===== config.mk =====
export PLATFORM = sky130hd
export DESIGN_NAME = keyed_array_list_engine
export DESIGN_NICKNAME = d
export VERILOG_FILES = /design/src/hw/rtl/kale_pkg.sv /design/src/hw/rtl/kale_ctrl.sv /design/src/hw/rtl/kale_datapath.sv /design/src/hw/rtl/keyed_array_list_engine.sv
export SDC_FILE = /design/constraint.sdc
export NUM_CORES = 2
export LEC_CHECK = 0
export ABC_AREA = 1
export BUFFER_PORTS_ARGS = -buffer_cell sky130_fd_sc_hd__buf_2
export CORE_MARGIN = 2
export CORE_UTILIZATION = 45
export CTS_CLUSTER_DIAMETER = 60
export CTS_CLUSTER_SIZE = 25
export DETAILED_ROUTE_END_ITERATION = 12
export PLACE_DENSITY = 0.68
export SKIP_CTS_REPAIR_TIMING = 1
export SYNTH_ARGS = -nofsm -noshare
export SYNTH_HDL_FRONTEND = slang
export SYNTH_SLANG_ARGS = --single-unit

===== constraint.sdc =====
create_clock -name clk -period 5.6 [get_ports clk]
set_input_delay 0.56 -clock clk [delete_from_list [all_inputs] [get_ports clk]]
set_output_delay 0.56 -clock clk [all_outputs]
set_load 0.01 [all_outputs]

===== src/hw/rtl/kale_pkg.sv =====
// ----------------------------------------------------------------------------
// Keyed array list engine package
// Shared types and constants for the list controller, datapath and top level.
// ----------------------------------------------------------------------------
package kale_pkg;

	typedef enum logic [1:0] {
		FN_FIND       = 2'd0,
		FN_INS_BEFORE = 2'd1,
		FN_INS_AFTER  = 2'd2,
		FN_REMOVE     = 2'd3
	} func_t;

	typedef enum logic [1:0] {
		ST_DONE    = 2'd0,
		ST_EMPTY   = 2'd1,
		ST_FULL    = 2'd2,
		ST_MISSING = 2'd3
	} status_t;

	typedef struct packed {
		func_t              func;
		logic signed [31:0] key;
		logic signed [31:0] new_value;
	} req_t;

	typedef struct packed {
		status_t    status;
		logic [3:0] position;
		logic [4:0] occupancy;
	} rsp_t;

	typedef enum logic [1:0] {
		S_IDLE    = 2'd0,
		S_COMPARE = 2'd1,
		S_LOCATE  = 2'd2,
		S_APPLY   = 2'd3
	} state_t;

	typedef struct packed {
		logic load;
		logic compare;
		logic locate;
		logic apply;
	} cmd_t;

endpackage


===== src/hw/rtl/kale_ctrl.sv =====
// ----------------------------------------------------------------------------
// Keyed array list controller
// Sequences each request through compare, locate and apply steps.
// ----------------------------------------------------------------------------
module kale_ctrl (
	input  logic              clk,
	input  logic              arst_n,
	input  logic              start,
	output logic              busy,
	output kale_pkg::cmd_t    cmd
);

	kale_pkg::state_t state_q;
	kale_pkg::state_t state_d;

	always_ff @(posedge clk or negedge arst_n) begin
		if (!arst_n) begin
			state_q <= kale_pkg::S_IDLE;
		end else begin
			state_q <= state_d;
		end
	end

	always_comb begin
		unique case (state_q)
			kale_pkg::S_IDLE: begin
				state_d = start ? kale_pkg::S_COMPARE : kale_pkg::S_IDLE;
			end
			kale_pkg::S_COMPARE: begin
				state_d = kale_pkg::S_LOCATE;
			end
			kale_pkg::S_LOCATE: begin
				state_d = kale_pkg::S_APPLY;
			end
			kale_pkg::S_APPLY: begin
				state_d = kale_pkg::S_IDLE;
			end
			default: begin
				state_d = kale_pkg::S_IDLE;
			end
		endcase
	end

	always_comb begin
		cmd  = '0;
		busy = 1'b1;
		unique case (state_q)
			kale_pkg::S_IDLE: begin
				busy     = 1'b0;
				cmd.load = start;
			end
			kale_pkg::S_COMPARE: begin
				cmd.compare = 1'b1;
			end
			kale_pkg::S_LOCATE: begin
				cmd.locate = 1'b1;
			end
			kale_pkg::S_APPLY: begin
				cmd.apply = 1'b1;
			end
			default: begin
				busy = 1'b1;
			end
		endcase
	end

	assert property (@(posedge clk) disable iff (!arst_n)
		$onehot0({cmd.load, cmd.compare, cmd.locate, cmd.apply}))
		else $error("More than one step commanded at once.");

	assert property (@(posedge clk) disable iff (!arst_n)
		cmd.load |=> cmd.compare ##1 cmd.locate ##1 cmd.apply)
		else $error("Request steps out of order.");

	assert property (@(posedge clk) disable iff (!arst_n)
		cmd.apply |=> !busy)
		else $error("Controller still busy after the apply step.");

endmodule


===== src/hw/rtl/kale_datapath.sv =====
// ----------------------------------------------------------------------------
// Keyed array list datapath
// Holds the list slots and count, compares all slots against the key, finds
// the first match and shifts entries for insert and remove.
// ----------------------------------------------------------------------------
module kale_datapath #(
	parameter int DEPTH = 16
) (
	input  logic           clk,
	input  logic           arst_n,
	input  kale_pkg::cmd_t cmd,
	input  kale_pkg::req_t req,
	output logic           done,
	output kale_pkg::rsp_t rsp
);

	localparam int IDXW = $clog2(DEPTH);
	localparam int CNTW = $clog2(DEPTH + 1);

	kale_pkg::req_t            req_q;
	logic [31:0]               store_q [DEPTH];
	logic [CNTW-1:0]           count_q;
	logic [DEPTH-1:0]          match_q;
	logic [IDXW-1:0]           hit_q;
	logic                      found_q;
	logic                      done_q;
	kale_pkg::rsp_t            rsp_q;

	logic [DEPTH-1:0]          match_d;
	logic [DEPTH-1:0]          lowest;
	logic [IDXW-1:0]           hit_d;
	logic                      full;
	logic                      empty;
	logic                      is_insert;
	logic                      do_ins_empty;
	logic                      do_ins;
	logic                      do_rem;
	logic [IDXW-1:0]           tgt;
	kale_pkg::status_t         status_d;
	logic [IDXW-1:0]           pos_d;
	logic [CNTW-1:0]           count_d;

	always_ff @(posedge clk) begin
		if (cmd.load) begin
			req_q <= req;
		end
	end

	// Compare every occupied slot against the key.
	genvar g;
	generate
		for (g = 0; g < DEPTH; g++) begin : g_cmp
			localparam logic [CNTW-1:0] SLOT_C = CNTW'(g);
			assign match_d[g] = (store_q[g] == req_q.key) && (SLOT_C < count_q);
		end
	endgenerate

	always_ff @(posedge clk) begin
		if (cmd.compare) begin
			match_q <= match_d;
		end
	end

	// First match: isolate the lowest set bit, then encode it.
	assign lowest = match_q & (~match_q + DEPTH'(1));

	always_comb begin
		hit_d = '0;
		for (int i = 0; i < DEPTH; i++) begin
			if (lowest[i]) begin
				hit_d = hit_d | IDXW'(i);
			end
		end
	end

	always_ff @(posedge clk) begin
		if (cmd.locate) begin
			hit_q   <= hit_d;
			found_q <= |match_q;
		end
	end

	assign full      = (count_q == CNTW'(DEPTH));
	assign empty     = (count_q == '0);
	assign is_insert = (req_q.func == kale_pkg::FN_INS_BEFORE)
		|| (req_q.func == kale_pkg::FN_INS_AFTER);
	assign tgt       = hit_q + IDXW'(req_q.func == kale_pkg::FN_INS_AFTER);

	always_comb begin
		status_d     = kale_pkg::ST_DONE;
		pos_d        = '0;
		count_d      = count_q;
		do_ins_empty = 1'b0;
		do_ins       = 1'b0;
		do_rem       = 1'b0;
		if (is_insert) begin
			priority if (full) begin
				status_d = kale_pkg::ST_FULL;
			end else if (empty) begin
				do_ins_empty = 1'b1;
				count_d      = CNTW'(1);
			end else if (!found_q) begin
				status_d = kale_pkg::ST_MISSING;
			end else begin
				do_ins  = 1'b1;
				pos_d   = tgt;
				count_d = count_q + CNTW'(1);
			end
		end else begin
			priority if (empty) begin
				status_d = kale_pkg::ST_EMPTY;
			end else if (!found_q) begin
				status_d = kale_pkg::ST_MISSING;
			end else begin
				pos_d = hit_q;
				if (req_q.func == kale_pkg::FN_REMOVE) begin
					do_rem  = 1'b1;
					count_d = count_q - CNTW'(1);
				end
			end
		end
	end

	// Per-slot update: shift up behind the insert point, down behind the
	// removed entry.
	generate
		for (g = 0; g < DEPTH; g++) begin : g_slot
			localparam logic [IDXW-1:0] SLOT_I = IDXW'(g);
			localparam logic [CNTW-1:0] SLOT_C = CNTW'(g);
			localparam logic [CNTW-1:0] SLOT_N = CNTW'(g + 1);
			logic [31:0] up_src;
			logic [31:0] down_src;
			logic        wr_en;
			logic [31:0] wr_data;

			if (g > 0) begin : g_up
				assign up_src = store_q[g-1];
			end else begin : g_up0
				assign up_src = '0;
			end
			if (g < DEPTH - 1) begin : g_dn
				assign down_src = store_q[g+1];
			end else begin : g_dn_last
				assign down_src = '0;
			end

			always_comb begin
				wr_en   = 1'b0;
				wr_data = down_src;
				if (cmd.apply) begin
					priority if (do_ins_empty && (g == 0)) begin
						wr_en   = 1'b1;
						wr_data = req_q.new_value;
					end else if (do_ins && (SLOT_I == tgt)) begin
						wr_en   = 1'b1;
						wr_data = req_q.new_value;
					end else if (do_ins && (SLOT_I > tgt) && (SLOT_C <= count_q)) begin
						wr_en   = 1'b1;
						wr_data = up_src;
					end else if (do_rem && (SLOT_I >= hit_q) && (SLOT_N < count_q)) begin
						wr_en   = 1'b1;
						wr_data = down_src;
					end else begin
						wr_en = 1'b0;
					end
				end
			end

			always_ff @(posedge clk) begin
				if (wr_en) begin
					store_q[g] <= wr_data;
				end
			end
		end
	endgenerate

	always_ff @(posedge clk or negedge arst_n) begin
		if (!arst_n) begin
			count_q <= '0;
			done_q  <= 1'b0;
		end else begin
			done_q <= cmd.apply;
			if (cmd.apply) begin
				count_q <= count_d;
			end
		end
	end

	always_ff @(posedge clk) begin
		if (cmd.apply) begin
			rsp_q.status    <= status_d;
			rsp_q.position  <= 4'(pos_d);
			rsp_q.occupancy <= 5'(count_d);
		end
	end

	assign done = done_q;
	assign rsp  = rsp_q;

	assert property (@(posedge clk) disable iff (!arst_n)
		count_q <= CNTW'(DEPTH))
		else $error("Entry count beyond the list depth.");

	assert property (@(posedge clk) disable iff (!arst_n)
		(cmd.apply && (status_d != kale_pkg::ST_DONE)) |=> $stable(count_q))
		else $error("Rejected request changed the entry count.");

	assert property (@(posedge clk) disable iff (!arst_n)
		done_q |-> $past(cmd.apply))
		else $error("Result strobe without an apply step.");

	assert property (@(posedge clk) disable iff (!arst_n)
		cmd.apply |-> $onehot0({do_ins_empty, do_ins, do_rem}))
		else $error("Conflicting list updates.");

endmodule


===== src/hw/rtl/keyed_array_list_engine.sv =====
// ----------------------------------------------------------------------------
// Keyed array list engine
// Ordered list of signed 32-bit values with find, insert and remove by key.
// ----------------------------------------------------------------------------
//  Channel   Signals               Transfer
//  request   start, busy, req      start high and busy low at a rising edge
//  result    done, rsp             done high for one cycle, always taken
//
// An accepted request passes through its steps in order: compare all slots,
// encode the first match, then update the slots and count. done rises in
// the cycle after the update, when busy has already fallen, so the next
// request may be accepted in that same cycle. Reset clears the entry count;
// slot contents are unread until written. The receiver cannot stall
// results, so none are ever held back.
// ----------------------------------------------------------------------------
module keyed_array_list_engine #(
	parameter int DEPTH = 16
) (
	input  logic           clk,
	input  logic           arst_n,
	input  logic           start,
	output logic           busy,
	input  kale_pkg::req_t req,
	output logic           done,
	output kale_pkg::rsp_t rsp
);

	kale_pkg::cmd_t cmd;

	kale_ctrl u_ctrl (
		.clk    (clk),
		.arst_n (arst_n),
		.start  (start),
		.busy   (busy),
		.cmd    (cmd)
	);

	kale_datapath #(
		.DEPTH (DEPTH)
	) u_datapath (
		.clk    (clk),
		.arst_n (arst_n),
		.cmd    (cmd),
		.req    (req),
		.done   (done),
		.rsp    (rsp)
	);

endmodule


# == Word level (Yosys, flattened, before mapping) ==
# Memories as Yosys holds them, arrays and structs flattened.
# Cells that the tools add are included.
# word_totals
ff_bits,106
ramBits,512
elab_cells,422
mem_count,1
# op_classes
addsub,4
n_lt_le_gt_ge,65
eq_ne,38
n_mux,193
n_bitwise,2
reduce_logical,104
# memory_table
memory,depth,width,read_ports,rd_clocked_by_memory_dff,write_ports,line_no,rtl
u_datapath.store_q,16,32,16,0,16,kale_datapath.sv:21,logic [31:0] store_q [DEPTH];
# ops
operator,n
32-bit 2-to-1 mux,49
32-bit equality test,16
1-bit 2-to-1 mux,117
1-bit logical AND,96
"4-bit by 5-bit less-or-equal comparator with 1-bit output, first input constant",8
"4-bit by 5-bit < comparator with 1-bit output, first input constant",8
5-bit 2-to-1 mux,7
"4-bit equality test, first input constant",8
"4-bit >= comparator, first input constant",8
"4-bit > comparator, first input constant",8
4-bit 2-to-1 mux,6
"3-bit by 5-bit less-or-equal comparator with 1-bit output, first input constant",4
"3-bit by 5-bit < comparator with 1-bit output, first input constant",4
2-bit 2-to-1 mux,9
"16-bit by 1-bit adder with 16-bit output, second input constant",1
16-bit bitwise AND,1
"3-bit by 4-bit equality test with 1-bit output, first input constant",4
"3-bit by 4-bit >= comparator with 1-bit output, first input constant",4
"3-bit by 4-bit > comparator with 1-bit output, first input constant",4
16-bit NOT,1
16-bit OR reduction,1
3-bit 2-to-1 mux,4
"1-bit by 5-bit less-or-equal comparator with 1-bit output, first input constant",2
"2-bit by 5-bit less-or-equal comparator with 1-bit output, first input constant",2
23 further kinds,34

# == Depth between registers and ports, before layout ==
# logic_depth
word_depth,14
depth_mapped,16
ltp_nobuf,15

# == Hierarchy ==
# Synthesis repeated with hierarchy kept, for this count alone.
# hier_totals
cells_unflattened,5991
area_unflattened_um2,43734.4
# by_module_without_submodules
module,instances,cells_each,area_each_um2
kale_datapath,1,5975,43588.1
kale_ctrl,1,16,146.4

# == Worst setup path before layout ==
# No wires, ideal clock.
# synth_path
path_kind,register to register
startpoint,register u_datapath.count_q[0]
endpoint,"memory u_datapath.store_q[0][0], enable pin"
setup_time_ps,466
arrival_ps,4012
required_time_ps,5134
path_slack_ps,1123
stages_incl_launch_ff,12
n_path_buf,0
period_less_slack_ps,4477
cell_sequence,dfrtp_1 inv_2 ha_1 inv_1 nor2_1 nand2_1 nand2_1 nor2_1 nand2_1 nor2_1 nand3_1 o21ai_0
# synth_lines
element,line_no,rtl
from (decl),kale_datapath.sv:22,logic [CNTW-1:0] count_q;
from (signal assigned),kale_datapath.sv:184,count_q <= count_d;
to (decl),kale_datapath.sv:21,

==> metrics.txt <==
status finished clean; Hold Path Stages 1; final hold vios 0; TritonCTS Sinks 618; WS Path Type reg -> reg; Worst Skew 0.0273 ns; # IOs between 80 and 90; post-route cell area 47600 sq um; worst hold path class in -> reg; Final setup viols 0; Fillers roughly 9300; wire length per cell 28.7 um; DRT iter0 DRCs 8488; FFs w/ async S/R, synth 0.0129; crit path launch u_datapath.count_q[1]$_DFFE_PN0P_; Least-Margin Pin Slew around 1.3 ns; M2 GR Usage 0.580; Cell variety after synth 47; drt pass-1 iters 9; total wire length 203000 um; area post-placement between 40000 and 50000 sq um; fmax 244 MHz; Syn Nets 5968; later-pin clock latency in the skew report 0.67 ns; cell total after placement 6952; Finished Layout Cells 7100; GRT Util Overall 0.400; cts bufs inserted 77; Pins Over Slew Limit 0; worst setup margin between 1 and 1.5 ns; CTS root buf clkbuf_16; Critical Path Start Type register; Worst R2R Path Depth 13; Vias around 45000; Nets between 5000 and 6000; met1 GRT Util 0.516; Tmin final slightly above 4 ns; HP Start req[29]; grt ovf 0; Period Utilization, post-route 0.733; clk buf depth 3; hold endpoint u_datapath.req_q[29]$_DFFE_PP_; yosys warns 0; GRT met3 Usage 0.102; initial antenna violation count 13; busiest grt layer met2; register area 18500 sq um; share of post-route cells with drive strength above 1 0.0740; vias in the first global route 40483; pre-CTS setup slack 1.60 ns; DRC 0; post-synthesis sequential area ratio 0.427; # Max-Cap Violations 0; Multi-input gate area about 22000 sq um; peak supply drop 438 uV; RSZ-0062 raised after global routing no; Via density 6.36; Routed Antenna Nets 0; Layout area overhead 9.64%; Rows 113; Synth Instances 5885; CP arrival 4.43 ns; post-detail-place hpwl 143000 um; Post-synth EDFFs about 600; Vert. Die Dim roughly 310 um; IO Port Bufs between 80 and 90; Synth Cell Area 43400 sq um; placer congestion estimate 1.03; clk slew on worst S/H paths 0.07 ns; CTS tree built; pin count of the biggest net entering global routing 215; Core ar. 95300 sq um; Mapped Avg Cell Area 7.38 sq um; RR Startpoint u_datapath.count_q[1]$_DFFE_PN0P_; setup slack, reg-to-reg 1.49 ns; FF-to-FF End u_datapath.store_q[1][69]$_DFFE_PP_; ys flop type edfxtp_1; Slew headroom 0.160; first-pass GRT wire length between 200000 and 300000 um; synthesized flop and latch total 618; nature of the critical path endpoint register; Overall Power 20.9 mW; die area 99000 sq um; Horiz. Die Dim 315 um; hold slack between 0.06 and 0.07 ns; critical path peak fanout 33; Core Util, Final 0.500; Worst EP required between 5 and 6 ns; Leak 21.3 nW; setup TNS 0 ns; pwr dens 438 nW/um^2; # H-tree levels 3; initial core utilization 0.456
## worst max-delay path by stage
stage          cells past startpoint                                   to
2_1_floorplan                     11   u_datapath.store_q[0][0]$_DFFE_PP_
3_3_place_gp                      13  u_datapath.store_q[1][67]$_DFFE_PP_
3_5_place_dp                      13  u_datapath.store_q[1][78]$_DFFE_PP_
4_1_cts                           13  u_datapath.store_q[1][85]$_DFFE_PP_
5_1_grt                           13  u_datapath.store_q[1][80]$_DFFE_PP_
6_report                          13  u_datapath.store_q[1][69]$_DFFE_PP_
## synth_stat cells, drive strengths merged (8+ instances only)
library cell	n	share of area
clkbuf	251	0.022
a21oi	272	0.032
a22o	10	0.0020
nand4	207	0.030
nand2	1998	0.17
o21ai	383	0.044
inv	416	0.036
a31oi	8	0.0013
ha	14	0.0040
nor2	206	0.019
or2	9	0.0013
xor2	191	0.039
o211ai	31	0.0054
buf	173	0.020
dfrtp	8	0.0046
xnor2	162	0.033
nor4	36	0.0052
o22ai	67	0.0097
nor3	10	0.0012
nand3	802	0.093
edfxtp	610	0.42
## flip-flops by register name, indices dropped and copies added, names as in the netlist
register            count
u_datapath.rsp         11
u_datapath.done         1
u_ctrl.state_q          2
u_datapath.req_q       66
u_datapath.count_q      5
u_datapath.found_q      1
u_datapath.match_q     16
u_datapath.hit_q        4
u_datapath.store_q    512
## worst max-delay path, cell delays in order (launching register included)
cell and delay, ns:
dfrtp_1 0.49, inv_1 0.19, ha_1 0.27, nand2_2 0.17
nand3_4 0.31, clkinv_2 0.40, nand2_2 0.21, nor2_2 0.12
buf_4 0.36, inv_2 0.36, nand3_1 0.18, nand2_1 0.06
inv_1 0.19, buf_4 0.40
## power by group
group / switching, mW / leakage, nW / internal (mW)
combinational: 6.98 / 14.4 / 2.27
clock: 2.39 / 1.23 / 2.81
sequential: 0.526 / 5.70 / 5.90
## layout by cell type (no fill, tap or decap), types with 67 or more instances in the layout
| master | n |
|---|---|
| nand2_1 | 1987 |
| nand3_1 | 796 |
| edfxtp_1 | 610 |
| inv_1 | 404 |
| o21ai_0 | 317 |
| a21oi_1 | 267 |
| nand4_1 | 206 |
| xor2_1 | 191 |
| nor2_1 | 184 |
| xnor2_1 | 162 |
| buf_4 | 141 |
| buf_2 | 81 |
| clkbuf_16 | 79 |
| o22ai_1 | 67 |
## logic make-up (layout without fill, tap and decap cells)
logic type / Yosys count / after routing / synth area share
buf+inv: 842 / 783 / 0.0774
compound gates: 784 / 784 / 0.0969
simple gates: 3273 / 3273 / 0.324
xor+xnor: 353 / 353 / 0.0712
other cells: 0 / 9 / 0
mux: 1 / 1 / 0.000259
flops: 618 / 618 / 0.427
fa+ha+maj: 14 / 14 / 0.00403
## routing by layer
layer | up-vias | wire, um | share of wire
met5 | - | 68 | 0.00033
met2 | 3796 | 84700 | 0.42
li1 | 19584 | - | -
met4 | 10 | 17500 | 0.086
met1 | 20957 | 71900 | 0.35
met3 | 827 | 29300 | 0.14
## final cells by class
cell class                      instances  share of cell area
Multi-Input combinational cell       4425               0.458
Sequential cell                       618               0.389
Clock buffer                           86              0.0421
Tap cell                             1265              0.0332
Inverter                              418              0.0332
Timing Repair Buffer                  227              0.0326
Clock inverter                         52              0.0117
Antenna cell                            9            0.000473
Note: power is estimated with default switching activity, not from simulation.
